--- src/hdl/wvfm_pkg.sv ---
// shared types and constants for the weighted variance foreground mask pipeline
package wvfm_pkg;

    localparam int LANES     = 3;
    localparam int PIX_W     = 8;
    localparam int WGT_W     = 16;
    localparam int CFG_W     = 16;
    localparam int CFG_IDX_W = 2;
    localparam int FRAC_W    = 16;
    localparam int MEAN_W    = PIX_W + FRAC_W;          // q8.16
    localparam int MSUM_W    = MEAN_W + 2;              // three-term sum headroom
    localparam int SQ_W      = 2 * MEAN_W;              // q16.32
    localparam int HALF_W    = SQ_W / 2;
    localparam int PART_W    = HALF_W + WGT_W;
    localparam int TERM_W    = SQ_W + WGT_W;            // q16.48
    localparam int VAR_W     = TERM_W + 2;
    localparam int VFRAC_W   = 48;
    localparam int STAGES    = 8;

    localparam logic [MEAN_W-1:0] MEAN_MAX = '1;
    localparam logic [PIX_W-1:0]  MASK_FG  = 8'hFF;
    localparam logic [PIX_W-1:0]  MASK_BG  = 8'h00;

    localparam logic [WGT_W-1:0]  WEIGHT_RST    = 16'd21845;
    localparam logic [CFG_W-1:0]  THRESHOLD_RST = 16'd32000;

    typedef enum logic [CFG_IDX_W-1:0] {
        CFG_WEIGHT_A  = 2'd0,
        CFG_WEIGHT_B  = 2'd1,
        CFG_WEIGHT_C  = 2'd2,
        CFG_THRESHOLD = 2'd3
    } t_cfg_idx;

    typedef logic [LANES-1:0][PIX_W-1:0]  t_pix_vec;
    typedef logic [LANES-1:0][WGT_W-1:0]  t_wgt_vec;
    typedef logic [LANES-1:0][SQ_W-1:0]   t_sq_vec;
    typedef logic [LANES-1:0][TERM_W-1:0] t_term_vec;

    // load strobes for the two register stages inside one pipeline section
    typedef struct packed {
        logic load0;
        logic load1;
    } t_stg_en;

endpackage

--- src/hdl/wvfm_sqdev.sv ---
// pipeline section: absolute deviation from the mean, then its square
module wvfm_sqdev (
    input  logic               i_clk,
    input  wvfm_pkg::t_stg_en  i_en,
    input  wvfm_pkg::t_pix_vec i_pix,
    input  logic [wvfm_pkg::MEAN_W-1:0] i_mean,
    output wvfm_pkg::t_sq_vec  o_sq
);
    import wvfm_pkg::*;

    logic [LANES-1:0][MEAN_W-1:0] r_dev;
    logic [LANES-1:0][MEAN_W-1:0] n_dev;
    t_sq_vec                      r_sq;

    always_comb begin
        logic [MEAN_W-1:0] lvl;
        for (int i = 0; i < LANES; i++) begin
            lvl = {i_pix[i], FRAC_W'(0)};
            n_dev[i] = (lvl >= i_mean) ? (lvl - i_mean) : (i_mean - lvl);
        end
    end

    always_ff @(posedge i_clk) begin
        if (i_en.load0) begin
            r_dev <= n_dev;
        end
        if (i_en.load1) begin
            for (int i = 0; i < LANES; i++) begin
                r_sq[i] <= SQ_W'(r_dev[i]) * SQ_W'(r_dev[i]);
            end
        end
    end

    assign o_sq = r_sq;

endmodule

--- config.mk ---
export PLATFORM = sky130hd
export DESIGN_NAME = wvfm_sqdev
export DESIGN_NICKNAME = d
export VERILOG_FILES = /design/src/hdl/wvfm_pkg.sv /design/src/hdl/wvfm_sqdev.sv
export SDC_FILE = /design/constraint.sdc
export NUM_CORES = 2
export LEC_CHECK = 0
export BUFFER_PORTS_ARGS = -buffer_cell sky130_fd_sc_hd__buf_2
export CAP_MARGIN = 20
export CORE_ASPECT_RATIO = 0.5
export CORE_MARGIN = 2
export CORE_UTILIZATION = 32
export CTS_CLUSTER_DIAMETER = 200
export DETAILED_ROUTE_END_ITERATION = 10
export PLACE_DENSITY = 0.57
export SYNTH_ARGS = -nofsm -noshare
export SYNTH_HDL_FRONTEND = slang
export SYNTH_SLANG_ARGS = --single-unit
--- constraint.sdc ---
create_clock -name i_clk -period 11.7 [get_ports i_clk]
set_input_delay 2.34 -clock i_clk [delete_from_list [all_inputs] [get_ports i_clk]]
set_output_delay 2.34 -clock i_clk [all_outputs]
set_load 0.05 [all_outputs]
* After elaboration in Yosys (flattened, before gate mapping) *
Cells that the tools add are included.

storage, ports and cells
  register bits after elaboration = 216
  bits of input ports = 51
  output and inout port bits = 144
  logic and storage cells = 21

operators by class
  add/sub/neg operators = 6
  $mul = 3
  magnitude comparators = 3
  muxes and demuxes = 3

operators with widths
  operator                                        count
  24-bit by 24-bit multiplier with 48-bit output  3
  24-bit subtractor                               6
  24-bit greater-or-equal comparator              3
  24-bit 2-to-1 mux                               3

* Depth between registers and ports, before layout *
  depth after elaboration = 2
  gate-level depth with buffers = 28
  mapped depth without buffers = 26

* Least setup slack after synthesis *
OpenSTA, ideal clock, no wires.

  kind = register to register
  from = reg, netlist name r_dev[0]
  to = reg r_sq, in the netlist o_sq[93] (data pin)
  library setup time = 207 ps
  arrival time = 7046 ps
  required time = 11493 ps
  setup slack = 4447 ps
  cell stages (with the launch flop) = 26
  buffers on the path = 3
  period minus slack after synthesis = 7253 ps
  cells stage by stage = edfxtp_1 -> clkbuf_1 -> clkbuf_1 -> clkbuf_1 -> nand2_1 -> fa_1 -> inv_1 -> fa_1 -> inv_1 -> fa_1 -> fa_1 -> inv_1 -> fa_1 -> fa_1 -> inv_1 -> fa_1 -> inv_1 -> ha_1 -> nand4_1 -> or2_2 -> o21ai_0 -> a31oi_1 -> o221ai_1 -> a21oi_1 -> and3b_1 -> a2111oi_0

RTL lines
  item                             RTL line          text
  to (signal, indexed assignment)  wvfm_sqdev.sv:29  r_sq[i] <= SQ_W'(r_dev[i]) * SQ_W'(r_dev[i]);
  to (decl)                        wvfm_sqdev.sv:13  t_sq_vec r_sq;

* Worst setup path in the final report *
  from = reg r_dev[26] in the netlist's numbering
  to = reg r_sq, in the netlist o_sq[93] (data pin)

on the way
  word-level cells in the longest chain between the ends = 1

ends and longest elaborated chain
  item                                            RTL line          text
  from (decl)                                     wvfm_sqdev.sv:11  logic [LANES-1:0][MEAN_W-1:0] r_dev;
  from (signal assigned)                          wvfm_sqdev.sv:25  r_dev <= n_dev;
  24-bit by 24-bit multiplier with 48-bit output  wvfm_sqdev.sv:29

Every way passes these cells.
A chain may end at the register's enable or synchronous reset.

==> results.cfg <==
[status]
outcome = finished, final reports clean

[placement]
gp_congestion = 0.859
hpwl_um = 116000
placed_cell_area_um2 = 61600
port_buffers = 191

[routing]
dr.pass1.iters = 5
routed_wl_um = 143000
vias_per_cell = 4.51
drc_errors = 0
final_antenna_net_count = 0
num_vias = 38900
drt_iter0_drc = 1816
avgRoutedWirePerCell_um = 16.6

[clock_network]
post_cts_buffers = 0
clockRootBuffer = clkbuf_16
cts_inserted_buffers = 30
clock_path_buffers = 3
clk_latency_ns = 0.66
cts_resized = 0
cts.clk_slew.worst_paths_ns = 0.06
cts.htree.levels = 1
cts_tree = yes
cts_sinks = 209
postCtsHoldBufs = 0

[cells_and_area]
nFillCells = 18400
final_area_um2 = 62700
drive_gt1_share_pct = 5.62
area.growth.synth_to_final_pct = 8.13
regArea_um2 = 6280
multi_input_area_um2 = 43900
nets = 8077
final_util_pct = 34.8

[sta]
grt_setup_unrepaired = false
slew_headroom_pct = 23.4
hold_violations = 0
worstMarginPinSlew_ns = 1.15
period_minus_slack_ns = 8.46
period_share_pct = 72.3
setup_viol = 0
fin_skew_ns = 0.0271
fmax_mhz = 118
timing.final.max_slew_violations = 0
tns_ns = 0

[synthesis]
netlist.area_leader.share_pct = 43.8
avgSynthCellArea_um2 = 9.51
ys_seq_area_share_pct = 10.8
synthMuxAreaShare_pct = 0.309
synth_area_leader_cell = fa_1
synth_edf_count = 209
yosys.area_share.adder_pct = 56.2
synthArstFlopShare_pct = 0
netlist_area_um2 = 57900
ys.flop_type = edfxtp_1
synth_top_family_by_area = adder cells
yosys.area_share.simple_pct = 10.5
synth.area.top_cells = fa_1, ha_1, inv_1
synth_compound_area_share_pct = 5.43
synth_cells = 6090
ys_seq_elements = 209
yosysUniqueCellTypes = 80
yosysWarnings = 0
synth_xor_area_share_pct = 3.40

[die]
die_area_um2 = 185000
io_pins = 195
core-area_um2 = 180000
start_util_pct = 32.2
die_x_um = 606
die_h_um = 305
rows = 110

[min_path]
holdPathEnd = o_sq[50]
hold_path_depth = 1
hold_class = register to register
hold_start = r_dev[25]

[setup_path]
cp-start-kind = register
reg2regPathDepth = 25
cp_max_fo = 24
r2r_start = r_dev[26]
end_kind = register
worst_r2r_endpoint = o_sq[93]
criticalPathCategory = register to register
required_ns = 12.13
r2r_setup_slack_ns = 3.24
crit_arrival_ns = 8.89

[global_route]
gr-usage-all-layers_pct = 16.1
grt-ovfl-total = 0
grt_max_degree = 68
grt_pass1_wl_um = 234000
grt_pass1_vias = 42700
antenna_found_initial = 17

[job]
cap_violations = 0
## cell type report
| class | count | area share [%] |
|---|---|---|
| Antenna cell | 12 | 0.0479 |
| Clock buffer | 34 | 1.22 |
| Clock inverter | 21 | 0.324 |
| Inverter | 1834 | 11.0 |
| Multi-Input combinational cell | 3848 | 70.1 |
| Sequential cell | 209 | 10.0 |
| Tap cell | 2408 | 4.81 |
| Timing Repair Buffer | 261 | 2.45 |
## registers in the layout, indices dropped and copies added, names as in the netlist
signal  count
o_sq      139
r_dev      70
## how the worst max path moves through the flow
stage	from	endpoint	slack (ns)	cells past startpoint
global route	r_dev[26]	o_sq[93]	2.53	25
global placement	r_dev[26]	o_sq[93]	3.21	25
finish	r_dev[26]	o_sq[93]	3.24	25
detailed placement	r_dev[26]	o_sq[93]	3.14	25
CTS	r_dev[26]	o_sq[93]	3.09	25
floorplan	r_dev[0]	o_sq[93]	4.45	25
## cells in the final DEF (no fill, tap or decap), drive strengths merged, types with 20 or more instances in the layout
| cell type | instances |
|---|---|
| a21o | 85 |
| a21oi | 162 |
| a31oi | 24 |
| and2 | 333 |
| buf | 261 |
| clkbuf | 34 |
| edfxtp | 209 |
| fa | 1269 |
| ha | 573 |
| inv | 1837 |
| nand2 | 571 |
| nand3 | 27 |
| nand4 | 21 |
| nor2 | 183 |
| nor2b | 27 |
| nor3 | 32 |
| o21a | 21 |
| o21ai | 81 |
| o21bai | 20 |
| xnor2 | 118 |
| xor2 | 107 |
## logic make-up after synthesis
group | Yosys count
flops | 209
fa+ha+maj | 1842
xor+xnor | 225
other cells | 1
compound gates | 487
simple gates | 1274
mux | 17
buf+inv | 2035
## metal layers
metal	vias to the layer above	routed length [um]	track usage [%]
met4	0	4330	4.53
met1	19900	62500	21.6
met2	683	70500	27.5
met3	158	5640	1.76
li1	18200	-	-
met5	-	0	0
## cell usage after synthesis, types with 32 or more instances
cell type,instances
a21oi_1,161
fa_1,1269
nand2_1,570
o21ai_0,78
xnor2_1,118
and2_1,333
xor2_1,107
inv_1,1834
clkbuf_1,177
ha_1,573
nor2_1,183
nor3_1,32
a21o_1,83
edfxtp_1,209
## metrics by stage
stage	hold slack [ns]	setup slack, ns	cells
after detailed placement	0.901	3.14	8558
after global routing	0.750	2.53	8625
after CTS	0.916	3.09	8613
final	0.751	3.24	8627
after floorplan	0.424	4.45	6092
after global placement	0.904	3.21	8557
## critical path, cell delays in order (launching register included)
cell,delay [ns]
edfxtp_1,1.11
nand2_1,0.28
fa_1,0.59
inv_1,0.05
fa_1,0.52
inv_1,0.05
fa_1,0.52
inv_1,0.05
fa_1,0.50
inv_1,0.06
fa_1,0.53
inv_1,0.05
fa_1,0.47
inv_1,0.05
fa_1,0.47
inv_1,0.05
ha_1,0.39
nand4_1,0.14
or2_2,0.30
o21ai_0,0.32
buf_4,0.22
a31oi_1,0.18
o221ai_1,0.40
a21oi_1,0.27
and3b_1,0.25
a2111oi_0,0.38
Power is not shown: default switching activity piles up to over one toggle a cycle in this logic, so the estimate is an artifact.
