[config.mk]
export PLATFORM = sky130hd
export DESIGN_NAME = wvfm_mean
export DESIGN_NICKNAME = d
export VERILOG_FILES = /design/src/hdl/wvfm_pkg.sv /design/src/hdl/wvfm_mean.sv
export SDC_FILE = /design/constraint.sdc
export NUM_CORES = 1
export LEC_CHECK = 0
export CORE_MARGIN = 3
export CORE_UTILIZATION = 55
export CTS_CLUSTER_SIZE = 16
export DETAILED_ROUTE_END_ITERATION = 16
export DONT_BUFFER_PORTS = 1
export PLACE_DENSITY = 0.7
export SLEW_MARGIN = 20
export SYNTH_ARGS = -nofsm -noshare
export SYNTH_HDL_FRONTEND = slang
export SYNTH_SLANG_ARGS = --single-unit
[constraint.sdc]
create_clock -name i_clk -period 11.7 [get_ports i_clk]
set_input_delay 2.34 -clock i_clk [delete_from_list [all_inputs] [get_ports i_clk]]
set_output_delay 2.34 -clock i_clk [all_outputs]
set_load 0.1 [all_outputs]
[src/hdl/wvfm_pkg.sv]
// shared types and constants for the weighted variance foreground mask pipeline
package wvfm_pkg;

    localparam int LANES     = 3;
    localparam int PIX_W     = 8;
    localparam int WGT_W     = 16;
    localparam int CFG_W     = 16;
    localparam int CFG_IDX_W = 2;
    localparam int FRAC_W    = 16;
    localparam int MEAN_W    = PIX_W + FRAC_W;          // q8.16
    localparam int MSUM_W    = MEAN_W + 2;              // three-term sum headroom
    localparam int SQ_W      = 2 * MEAN_W;              // q16.32
    localparam int HALF_W    = SQ_W / 2;
    localparam int PART_W    = HALF_W + WGT_W;
    localparam int TERM_W    = SQ_W + WGT_W;            // q16.48
    localparam int VAR_W     = TERM_W + 2;
    localparam int VFRAC_W   = 48;
    localparam int STAGES    = 8;

    localparam logic [MEAN_W-1:0] MEAN_MAX = '1;
    localparam logic [PIX_W-1:0]  MASK_FG  = 8'hFF;
    localparam logic [PIX_W-1:0]  MASK_BG  = 8'h00;

    localparam logic [WGT_W-1:0]  WEIGHT_RST    = 16'd21845;
    localparam logic [CFG_W-1:0]  THRESHOLD_RST = 16'd32000;

    typedef enum logic [CFG_IDX_W-1:0] {
        CFG_WEIGHT_A  = 2'd0,
        CFG_WEIGHT_B  = 2'd1,
        CFG_WEIGHT_C  = 2'd2,
        CFG_THRESHOLD = 2'd3
    } t_cfg_idx;

    typedef logic [LANES-1:0][PIX_W-1:0]  t_pix_vec;
    typedef logic [LANES-1:0][WGT_W-1:0]  t_wgt_vec;
    typedef logic [LANES-1:0][SQ_W-1:0]   t_sq_vec;
    typedef logic [LANES-1:0][TERM_W-1:0] t_term_vec;

    // load strobes for the two register stages inside one pipeline section
    typedef struct packed {
        logic load0;
        logic load1;
    } t_stg_en;

endpackage

[src/hdl/wvfm_mean.sv]
// pipeline section: per-lane weighted products, then saturated q8.16 mean
module wvfm_mean (
    input  logic               i_clk,
    input  wvfm_pkg::t_stg_en  i_en,
    input  wvfm_pkg::t_pix_vec i_pix,
    input  wvfm_pkg::t_wgt_vec i_weight,
    output wvfm_pkg::t_pix_vec o_pix,
    output logic [wvfm_pkg::MEAN_W-1:0] o_mean
);
    import wvfm_pkg::*;

    logic [LANES-1:0][MEAN_W-1:0] r_prod;
    t_pix_vec                     r_pix0;
    t_pix_vec                     r_pix1;
    logic [MEAN_W-1:0]            r_mean;
    logic [MSUM_W-1:0]            n_sum;
    logic [MEAN_W-1:0]            n_mean;

    always_ff @(posedge i_clk) begin
        if (i_en.load0) begin
            for (int i = 0; i < LANES; i++) begin
                r_prod[i] <= MEAN_W'(i_pix[i]) * MEAN_W'(i_weight[i]);
            end
            r_pix0 <= i_pix;
        end
    end

    always_comb begin
        n_sum = '0;
        for (int i = 0; i < LANES; i++) begin
            n_sum = n_sum + MSUM_W'(r_prod[i]);
        end
        // weights summing above one can push the mean past q8.16
        if (n_sum[MSUM_W-1:MEAN_W] != '0) begin
            n_mean = MEAN_MAX;
        end else begin
            n_mean = n_sum[MEAN_W-1:0];
        end
    end

    always_ff @(posedge i_clk) begin
        if (i_en.load1) begin
            r_mean <= n_mean;
            r_pix1 <= r_pix0;
        end
    end

    assign o_pix  = r_pix1;
    assign o_mean = r_mean;

endmodule

After elaboration in Yosys (flattened, before gate mapping)
Index checks and enable logic that the tools add are counted.
{"block": "word_totals", "in_bits": 75, "elab_cells": 16, "register_bits": 144, "output_inout_bits": 48}
{"block": "op_classes", "addsub": 2, "reduce_logical": 1, "multipliers": 3}
{"operator": "$mul A8 B16 Y24", "n": 3}
{"operator": "$add A25 B24 Y26", "n": 1}
{"operator": "$add A24 B24 Y25", "n": 1}
{"operator": "$reduce_bool A2 Y1", "n": 1}

Longest topological paths before layout
Gate-level depths: netlist of run 1.
{"block": "depth", "word_depth": 3, "depth_mapped": 19, "ltp_nobuf": 18}

Worst setup path before layout of run 1
No wires, ideal clock.
{"block": "synth_timing", "path_type": "input to register", "start": "input port i_pix[10] (netlist bit)", "end": "register r_prod[46] (netlist bit) (data pin)", "setup_time_ps": 264, "cell_stages": 16, "n_path_buf": 1, "t_required_ps": 11436, "t_arrival_ps": 6381, "setup_slack_ps": 5056, "path_cell_list": "clkbuf_1 -> nand2_1 -> fa_1 -> fa_1 -> inv_1 -> fa_1 -> inv_1 -> fa_1 -> inv_1 -> ha_1 -> or3_1 -> o21ai_0 -> a211o_1 -> o211ai_1 -> a221oi_1 -> xnor2_1"}
{"block": "synth_between", "elab_chain_len": 1}
{"item": "start, declared", "line": "wvfm_mean.sv:5", "rtl": "input wvfm_pkg::t_pix_vec i_pix,"}
{"item": "$mul A8 B16 Y24", "line": "wvfm_mean.sv:22", "rtl": "r_prod[i] <= MEAN_W'(i_pix[i]) * MEAN_W'(i_weight[i]);"}
{"item": "end signal, assigned by index", "line": "wvfm_mean.sv:22"}
{"item": "end, declared", "line": "wvfm_mean.sv:12", "rtl": "logic [LANES-1:0][MEAN_W-1:0] r_prod;"}
No other way between the ends.
A chain may end at the register's enable or synchronous reset.

Worst setup path after layout of run 1
{"block": "layout_timing", "start": "input port i_weight[21] (netlist bit)", "end": "register r_prod[46] (netlist bit) (data pin)"}
{"block": "layout_between", "elab_chain_len": 1}
{"item": "start, declared", "line": "wvfm_mean.sv:6", "rtl": "input wvfm_pkg::t_wgt_vec i_weight,"}
{"item": "$mul A8 B16 Y24", "line": "wvfm_mean.sv:22"}
No other way between the ends.

==> impl_metrics.yaml, run 1 <==
timing:
  setup_viol_count_final: 0
  fin_crit_sh: 0.547
  rsz0062_at_grt: "no"
  hold_viol: 0
  setup_tns_ns: 0
  tightest_slew_ns: 0.974
  min_period_ns: 6.41
  slew_headroom: 0.352
  finalMaxSlewViolations: 0
  fmax_mhz: 156
  skew_ns: 0.0122
logic_synthesis:
  synth_edf_count: 144
  yosys_warnings: 0
  synth_fp_nets: 2268
  syn_inst: 1761
  synth-seq-area-share: 0.237
  ys_ff_latch: 144
  synth_top_area_cell: "fa_1"
  synth_cell_types: 66
  synthArstFlopShare: 0
  synth_top_area_frac: 0.304
  yosys-top-cells-area: "fa_1 30%, edfxtp_1 24%, and2_1 11%"
  syn-mean-instance-area_sq_um: 10.4
  ys.flop_type: "edfxtp_1"
  syn_area_sq_um: 18200
worst_setup_path:
  crit_type: "primary input to register"
  crit_path_end_kind: "register"
  critPathArrivalTime_ns: 6.59
  r2r_slack_ns: 7.93
  start_kind: "primary input"
  critical_path.max_fanout: 8
  cp.required_ns: 11.89
cells_and_area:
  final_cell_mix: "327 x and2_1, 307 x inv_1, 277 x fa_1"
  mostFrequentLayoutCell: "and2_1"
  drive_above_1_share: 0.0289
  area_delta_synth_final_pct: 5.89
  fin_nets: 2258
  num_antenna_cells: 0
  final_cell_area_sq_um: 19300
clocking:
  cts_hold_buf: 0
  numClockSinks: 144
  postCtsSetupRepairBufs: 0
  clk_pin_slew_ns: 0.07
  numCtsBuffers: 17
  cts_tree: "done"
  cts.repair.resized: 0
  root_buffer: "clkbuf_16"
  clkLatencyLatePin_ns: 0.45
  htree_levels: 4
  clock_path_buffers: 2
power:
  ir_worst_vdd_mv: 0.195
  p_per_area_nw_per_um2: 291
  leakage_nw: 8.88
  finalPower_w: 0.00562
global_route:
  first_global_vias: 12600
  gr-total-overflow: 0
  grt_first_pass_wirelength_mm: 63.9
  antenna_found_initial: 0
  grt_use_total: 0.226
  grt_max_degree: 97
place:
  gp_congestion: 0.865
  post-dp-hpwl_mm: 29.4
  place_area_sq_um: 18700
  port-buffer-count: 0
die:
  die_area_sq_um: 35400
  die_h_um: 188
  die_x_um: 188
  start_util: 0.559
  rows: 66
  ios: 123
  core_area_sq_um: 32600
run:
  drv_cap: 0
drt:
  wl_per_cell_um: 16.9
  dr.pass1.iters: 5
  drtIter0Drc: 602
  routed_wl_mm: 37.3
  vias: 11900
  antenna_left: 0
  drc_errors: 0
  viasPerCell: 5.40
status:
  status: "finished clean"
worst_hold_path:
  min_path_type: "register to register"
## layout make-up
class                      instances  area, sq um
inverter                         307         1150
tap                              442          553
clock inverter                    15          219
sequential                       144         4320
multi-input combinational       1281        12600
fill                            2738        13300
clock buffer                      17          425
## critical path: stages
cell      delay, ns
nand2_1        0.06
fa_1           0.51
fa_1           0.57
inv_1          0.05
fa_1           0.48
inv_1          0.05
fa_1           0.47
inv_1          0.04
ha_1           0.20
or3_1          0.40
o21ai_0        0.51
a211o_1        0.30
o211ai_1       0.16
a221oi_1       0.33
xnor2_1        0.11
## flip-flops by register name (all words and copies together) (netlist names)
register and flops:
r_prod 72, o_pix 24, r_pix0 24, o_mean 24
## cells by family after synthesis
| group | count (synthesis) | share of synthesized area |
|---|---|---|
| and+or+nand+nor | 593 | 0.181 |
| adders and majority gates | 432 | 0.411 |
| buffers and inverters | 336 | 0.0700 |
| AOI/OAI and AO/OA | 193 | 0.0708 |
| DFF | 144 | 0.237 |
| xor gates and xnor gates | 60 | 0.0288 |
| muxes | 3 | 0.00172 |
## final timing paths
kind | start | endpoint | cells after the start
worst max-delay path | i_weight[21] | r_prod[46] | 15
worst min-delay path | r_pix0[1] | o_pix[1] | 0
worst max register to register | r_prod[28] | o_mean[15] | 10
worst min register to register | r_pix0[1] | o_pix[1] | 0
## cell usage after synthesis (3+ instances only)
| cell | count |
|---|---|
| and2_1 | 327 |
| inv_1 | 307 |
| fa_1 | 277 |
| ha_1 | 155 |
| edfxtp_1 | 144 |
| nand2_1 | 109 |
| nor2_1 | 57 |
| a21oi_1 | 53 |
| xnor2_1 | 44 |
| o21ai_0 | 29 |
| clkbuf_1 | 26 |
| nor3_1 | 21 |
| a21o_1 | 19 |
| nand3_1 | 17 |
| xor2_1 | 16 |
| o21a_1 | 14 |
| a211oi_1 | 12 |
| and3_1 | 10 |
| or3_1 | 10 |
| a31oi_1 | 8 |
| nand2b_1 | 8 |
| o211ai_1 | 8 |
| nor2b_1 | 7 |
| o31ai_1 | 7 |
| o21ai_1 | 6 |
| o21bai_1 | 6 |
| or2_2 | 5 |
| a211o_1 | 3 |
| a21boi_0 | 3 |
| nand4_1 | 3 |
| o311ai_0 | 3 |
## stage by stage
stage                     setup slack, ns  hold WS, ns  utilization  instances
after floorplan                      5.06        0.400            -       1761
after global placement               4.98        0.401        0.572       2174
after detailed placement             4.86        0.406        0.572       2174
after global routing                 5.08        0.430        0.592       2206
final                                5.29        0.420        0.592       2206
after CTS                            5.32        0.422        0.592       2206
## power breakdown
group / switching (W) / internal (W) / total (W)
Clock: 0.000256 / 0.000347 / 0.000603
Combinational: 0.00213 / 0.00158 / 0.00371
Sequential: 0.000408 / 0.000899 / 0.00131
## per-layer routing
metal	track usage	vias up	wire (um)
met4	0.0511	0	471
met2	0.377	229	18400
met1	0.316	6011	17000
li1	-	5638	-
met3	0.0335	26	1410
met5	0	-	0
(Power assumes the default switching activity.)
==> inputs of run 2 (changes only) <==
==> constraint.sdc (replaced) <==
create_clock -name i_clk -period 6.3 [get_ports i_clk]
set_input_delay 1.26 -clock i_clk [delete_from_list [all_inputs] [get_ports i_clk]]
set_output_delay 1.26 -clock i_clk [all_outputs]
set_load 0.1 [all_outputs]
==> run 2 against run 1 <==
  * Count of clock-buffer cells in the layout rose by 3
  * Die area unchanged
  * Sequential share of layout area up 0.060 points
  * Utilization decreased by 0.16 points
  * Register-to-register slack lost 5.4 ns
  * Critical path type unchanged
  * Sequential cell count stayed put
  * First-iteration DRC count up 6.8%
  * Worst setup slack got worse by 4.3 ns
==> impl_metrics.yaml, run 2 (synthesis results as in run 1) <==
clocking:
  postCtsSetupRepairBufs: 0
  clock_path_buffers: 2
  numClockSinks: 144
  cts.repair.resized: 0
  htree_levels: 4
  cts_tree: "done"
  clkLatencyLatePin_ns: 0.44
  root_buffer: "clkbuf_16"
  cts_hold_buf: 0
  clk_pin_slew_ns: 0.06
  numCtsBuffers: 17
worst_setup_path:
  crit_type: "primary input to register"
  r2r-start: "r_prod[28]"
  crit_path_end_kind: "register"
  start_kind: "primary input"
  critical_path.max_fanout: 8
  critPathArrivalTime_ns: 5.52
  r2r_slack_ns: 2.53
  setup.worst_path.start: "i_weight[21]"
  rr_endpoint: "o_mean[15]"
  r2r_cells: 10
  cp.required_ns: 6.49
die:
  die_area_sq_um: 35400
  rows: 66
  die_h_um: 188
  core_area_sq_um: 32600
  ios: 123
  start_util: 0.559
  die_x_um: 188
worst_hold_path:
  hold_depth: 0
  hold_start: "r_pix0[2]"
  min_path_type: "register to register"
  min_to: "o_pix[2]"
drt:
  vias: 12000
  wl_per_cell_um: 17.0
  viasPerCell: 5.42
  drtIter0Drc: 643
  drc_errors: 0
  routed_wl_mm: 37.5
  dr.pass1.iters: 5
  antenna_left: 0
place:
  post-dp-hpwl_mm: 29.5
  port-buffer-count: 0
  place_area_sq_um: 18700
  dp.cells: 2174
  post-place-ws_ns: 0.512
  gp_congestion: 0.867
cells_and_area:
  largest_reg_flops: 72
  drive_above_1_share: 0.0266
  mostFrequentLayoutCell: "and2_1"
  final_util: 0.590
  final_cell_area_sq_um: 19300
  area_delta_synth_final_pct: 5.61
  fin_nets: 2258
  num_antenna_cells: 0
  largest_register: "r_prod"
  final_cell_mix: "327 x and2_1, 307 x inv_1, 277 x fa_1"
  stdcell_count: 2206
timing:
  setup_viol_count_final: 0
  fin_crit_sh: 0.847
  skew_ns: 0.00823
  tightest_slew_ns: 0.973
  finalMaxSlewViolations: 0
  fmax_mhz: 187
  rsz0062_at_grt: "no"
  slew_headroom: 0.352
  worst_slack_ns: 0.966
  hold_viol: 0
  setup_tns_ns: 0
  min_period_ns: 5.33
power:
  leakage_nw: 8.85
  p_per_area_nw_per_um2: 538
  ir_worst_vdd_mv: 0.381
global_route:
  grt_use_total: 0.227
  first_global_vias: 12800
  gr-total-overflow: 0
  antenna_found_initial: 0
  grt_max_degree: 97
  grt_first_pass_wirelength_mm: 64.3
run:
  drv_cap: 0
status:
  status: "finished clean"
-- run 2: cell count changes in the layout (fill, tap and decap cells not counted) --
cell,change
clkinv_1,+1
clkinv_8,-3
clkinv_2,+2
inv_6,-4
clkinvlp_4,+1
clkbuf_1,+3
-- run 2: metal layers --
| layer | vias to the layer above | part of all wire | global-route usage |
|---|---|---|---|
| met5 | - | 0 | 0 |
| li1 | 5641 | - | - |
| met3 | 40 | 0.043 | 0.0434 |
| met1 | 6059 | 0.45 | 0.306 |
| met4 | 0 | 0.017 | 0.0571 |
| met2 | 218 | 0.49 | 0.381 |
-- run 2: area by class of cell --
| class | instances | area (sq um) |
|---|---|---|
| Sequential cell | 144 | 4320 |
| Multi-Input combinational cell | 1281 | 12600 |
| Tap cell | 442 | 553 |
| Inverter | 307 | 1150 |
| Clock inverter | 12 | 156 |
| Clock buffer | 20 | 437 |
| Fill cell | 2750 | 13400 |
-- run 2: worst max path at each step --
stage	slack (ns)	to	cells after the start
2_1_floorplan	0.74	r_prod[46]	16
3_3_place_gp	0.65	r_prod[46]	14
3_5_place_dp	0.51	r_prod[46]	15
4_1_cts	0.97	r_prod[46]	15
5_1_grt	0.70	r_prod[46]	14
6_report	0.97	r_prod[46]	15
-- run 2: critical path: stages --
cell and delay (ns):
nand2_1 0.06, fa_1 0.50, fa_1 0.56, inv_1 0.06
fa_1 0.48, inv_1 0.05, fa_1 0.48, inv_1 0.04
ha_1 0.20, or3_1 0.40, o21ai_0 0.50, a211o_1 0.30
o211ai_1 0.18, a221oi_1 0.35, xnor2_1 0.10
-- run 2: stage by stage --
stage | hold WS (ns) | total power [W]
2_1_floorplan | 0.400 | 0.00784
3_3_place_gp | 0.401 | 0.00912
3_5_place_dp | 0.405 | 0.00928
4_1_cts | 0.419 | 0.0104
5_1_grt | 0.423 | 0.0114
6_report | 0.416 | 0.0104
-- run 2: power breakdown --
part | switching, W | total, W | internal, W
registers | 0.000758 | 0.00243 | 0.00167
logic | 0.00395 | 0.00688 | 0.00293
clock network | 0.000416 | 0.00104 | 0.000625
==> inputs of run 3 (changes only) <==
--- a/config.mk
+++ b/config.mk
@@ -5,12 +5,13 @@
 export SDC_FILE = /design/constraint.sdc
 export NUM_CORES = 1
 export LEC_CHECK = 0
+export ABC_AREA = 1
 export CORE_MARGIN = 3
 export CORE_UTILIZATION = 55
 export CTS_CLUSTER_SIZE = 16
 export DETAILED_ROUTE_END_ITERATION = 16
 export DONT_BUFFER_PORTS = 1
-export PLACE_DENSITY = 0.7
+export PLACE_DENSITY = 0.73
 export SLEW_MARGIN = 20
 export SYNTH_ARGS = -nofsm -noshare
 export SYNTH_HDL_FRONTEND = slang
==> constraint.sdc (replaced) <==
create_clock -name i_clk -period 4.6 [get_ports i_clk]
set_input_delay 0.92 -clock i_clk [delete_from_list [all_inputs] [get_ports i_clk]]
set_output_delay 0.92 -clock i_clk [all_outputs]
set_load 0.1 [all_outputs]
==> run 3 against run 2 <==
  * Register-to-register slack got worse by 0.95 ns
  * First-iteration DRC count rose by 42%
  * Sequential cell count did not move
  * Clock skew rose by 0.0019 ns
  * Critical path type unchanged
  * Synthesized area is 9.3% higher
  * Cell area grew 10%
  * Utilization increased by 0.45 points
  * Cell count is 34% higher
  * Wire length rose by 20%
==> impl_metrics.yaml, run 3 <==
logic_synthesis:
  syn-mean-instance-area_sq_um: 7.94
  synth_cell_types: 32
  syn_area_sq_um: 19900
  ys_ff_latch: 144
  synth_edf_count: 144
  synth_top_area_frac: 0.278
  yosys-top-cells-area: "fa_1 28%, edfxtp_1 22%, inv_1 14%"
  synth.most_common_cell: "inv_1"
  synth_top_area_cell: "fa_1"
  yosys_warnings: 0
  synth-seq-area-share: 0.217
  ys_top_cells_by_count: "735 x inv_1, 676 x nand2_1, 277 x fa_1"
  synth_fp_nets: 3017
  ys.flop_type: "edfxtp_1"
  synthArstFlopShare: 0
  syn_inst: 2510
run:
  drv_cap: 0
cells_and_area:
  area_delta_synth_final_pct: 6.48
  largest_register: "r_prod"
  final_util: 0.595
  drive_above_1_share: 0.0530
  final_cell_mix: "735 x inv_1, 673 x nand2_1, 277 x fa_1"
  num_antenna_cells: 0
  fin_nets: 2984
  largest_reg_flops: 72
  mostFrequentLayoutCell: "inv_1"
worst_setup_path:
  crit_path_end_kind: "register"
  r2r_slack_ns: 1.58
  start_kind: "primary input"
  slowest_stage: "fa_1"
  critical_path.max_fanout: 17
  critPathArrivalTime_ns: 4.46
  crit_chain: "nand2_1 > inv_1 > fa_1 > fa_1 > fa_1 > inv_1 > fa_1 > inv_1 > ha_1 > a21oi_1 > o21ai_0 > a21oi_1 > nand2_1 > nand2_1 > nand2_1 > nand2_1 > nand2_1"
  crit_top_cell: "nand2_1"
  r2r_cells: 13
  cpPeakStageDelay_ns: 0.51
  crit_type: "primary input to register"
  cp.required_ns: 4.79
  r2r-start: "r_prod[49]"
  rr_endpoint: "o_mean[2]"
global_route:
  grt_first_pass_wirelength_mm: 75.6
  grt_use_total: 0.245
  grt_max_degree: 97
  antenna_found_initial: 0
  first_global_vias: 15400
  gr-total-overflow: 0
clocking:
  clock_path_buffers: 2
  cts_tree: "done"
  clk_pin_slew_ns: 0.06
  numClockSinks: 144
  cts_hold_buf: 0
  clkLatencyLatePin_ns: 0.45
  htree_levels: 4
  numCtsBuffers: 17
  postCtsSetupRepairBufs: 0
  cts.repair.resized: 0
  root_buffer: "clkbuf_16"
place:
  post-dp-hpwl_mm: 37.3
  port-buffer-count: 0
  gp_congestion: 0.946
drt:
  m1WireLength_mm: 20.3
  drc_errors: 0
  viasPerCell: 5.04
  dr.max_layer_used: "met4"
  routed_wl_mm: 45.0
  met2_length_mm: 21.6
  wl_met3_mm: 2.33
  wl_per_cell_um: 15.3
  drtIter0Drc: 916
  antenna_left: 0
  dr.pass1.iters: 6
  vias: 14900
timing:
  hold_viol: 0
  rsz0062_at_grt: "no"
  tightest_slew_ns: 0.929
  hold_ws_ns: 0.418
  finalMaxSlewViolations: 0
  setup_viol_count_final: 0
  slew_headroom: 0.382
  min_period_ns: 4.28
  fmax_mhz: 234
  skew_ns: 0.0102
  fin_crit_sh: 0.930
die:
  start_util: 0.559
  die_area_sq_um: 38500
  ios: 123
  die_x_um: 196
  rows: 69
  core_area_sq_um: 35700
  die_h_um: 196
worst_hold_path:
  min_path_type: "register to register"
  hold_depth: 0
  hold_start: "r_pix0[0]"
  min_to: "o_pix[0]"
status:
  status: "finished clean"
## run 3: changes by cell type after synthesis, moves of 27 or more
cell / previous run / this run
clkbuf_1: 26 / 94
nor2_1: 57 / 84
nand2_1: 109 / 676
nand3_1: 17 / 65
inv_1: 307 / 735
and2_1: 327 / 4
## run 3: stage by stage
step	area (sq um)	worst slack, ns	cells	TNS (ns)
2_1_floorplan	20300	-0.0232	2510	-0.0232
3_3_place_gp	20600	-0.127	2919	-0.408
3_5_place_dp	20600	-0.129	2919	-0.740
4_1_cts	21200	0.334	2951	0
5_1_grt	21200	0.00845	2951	0
6_report	21200	0.324	2951	0
## run 3: cell families after synthesis
group,after synthesis,synth area share
xor gates and xnor gates,59,0.0259
AOI/OAI and AO/OA,144,0.0404
adders and majority gates,432,0.376
and+or+nand+nor,898,0.183
DFF,144,0.217
buffers and inverters,833,0.158
## run 3: how the worst max path moves through the flow
stage | from | to | slack (ns) | depth (start not counted)
after floorplan | i_pix[3] | r_prod[18] | -0.02 | 18
after global placement | i_pix[2] | r_prod[21] | -0.13 | 17
final | i_pix[2] | r_prod[21] | 0.32 | 17
after CTS | i_pix[2] | r_prod[21] | 0.33 | 17
after detailed placement | i_pix[2] | r_prod[21] | -0.13 | 17
after global routing | i_pix[2] | r_prod[21] | 0.008 | 17
## run 3: worst max-delay path: cells and delay by family
family          cells  cell delay, ns
simple gates        6            0.48
buf+inv             3            0.15
fa+ha+maj           5            2.32
compound gates      3            0.60
## run 3: cell type report
type	count	area (sq um)
Sequential cell	144	4320
Clock buffer	18	429
Tap cell	461	577
Fill cell	3088	14400
Multi-Input combinational cell	1533	12600
Timing Repair Buffer	46	345
Clock inverter	14	154
Inverter	735	2760
## run 3: layer usage
metal  vias up  global-route usage
li1       7237                   -
met1      7179               0.338
met2       394               0.411
met3        50              0.0368
met4         0              0.0607
met5         -                   0
Power of run 3 is not shown: default switching activity piles up to over one toggle a cycle in this logic, so the estimate is an artifact.
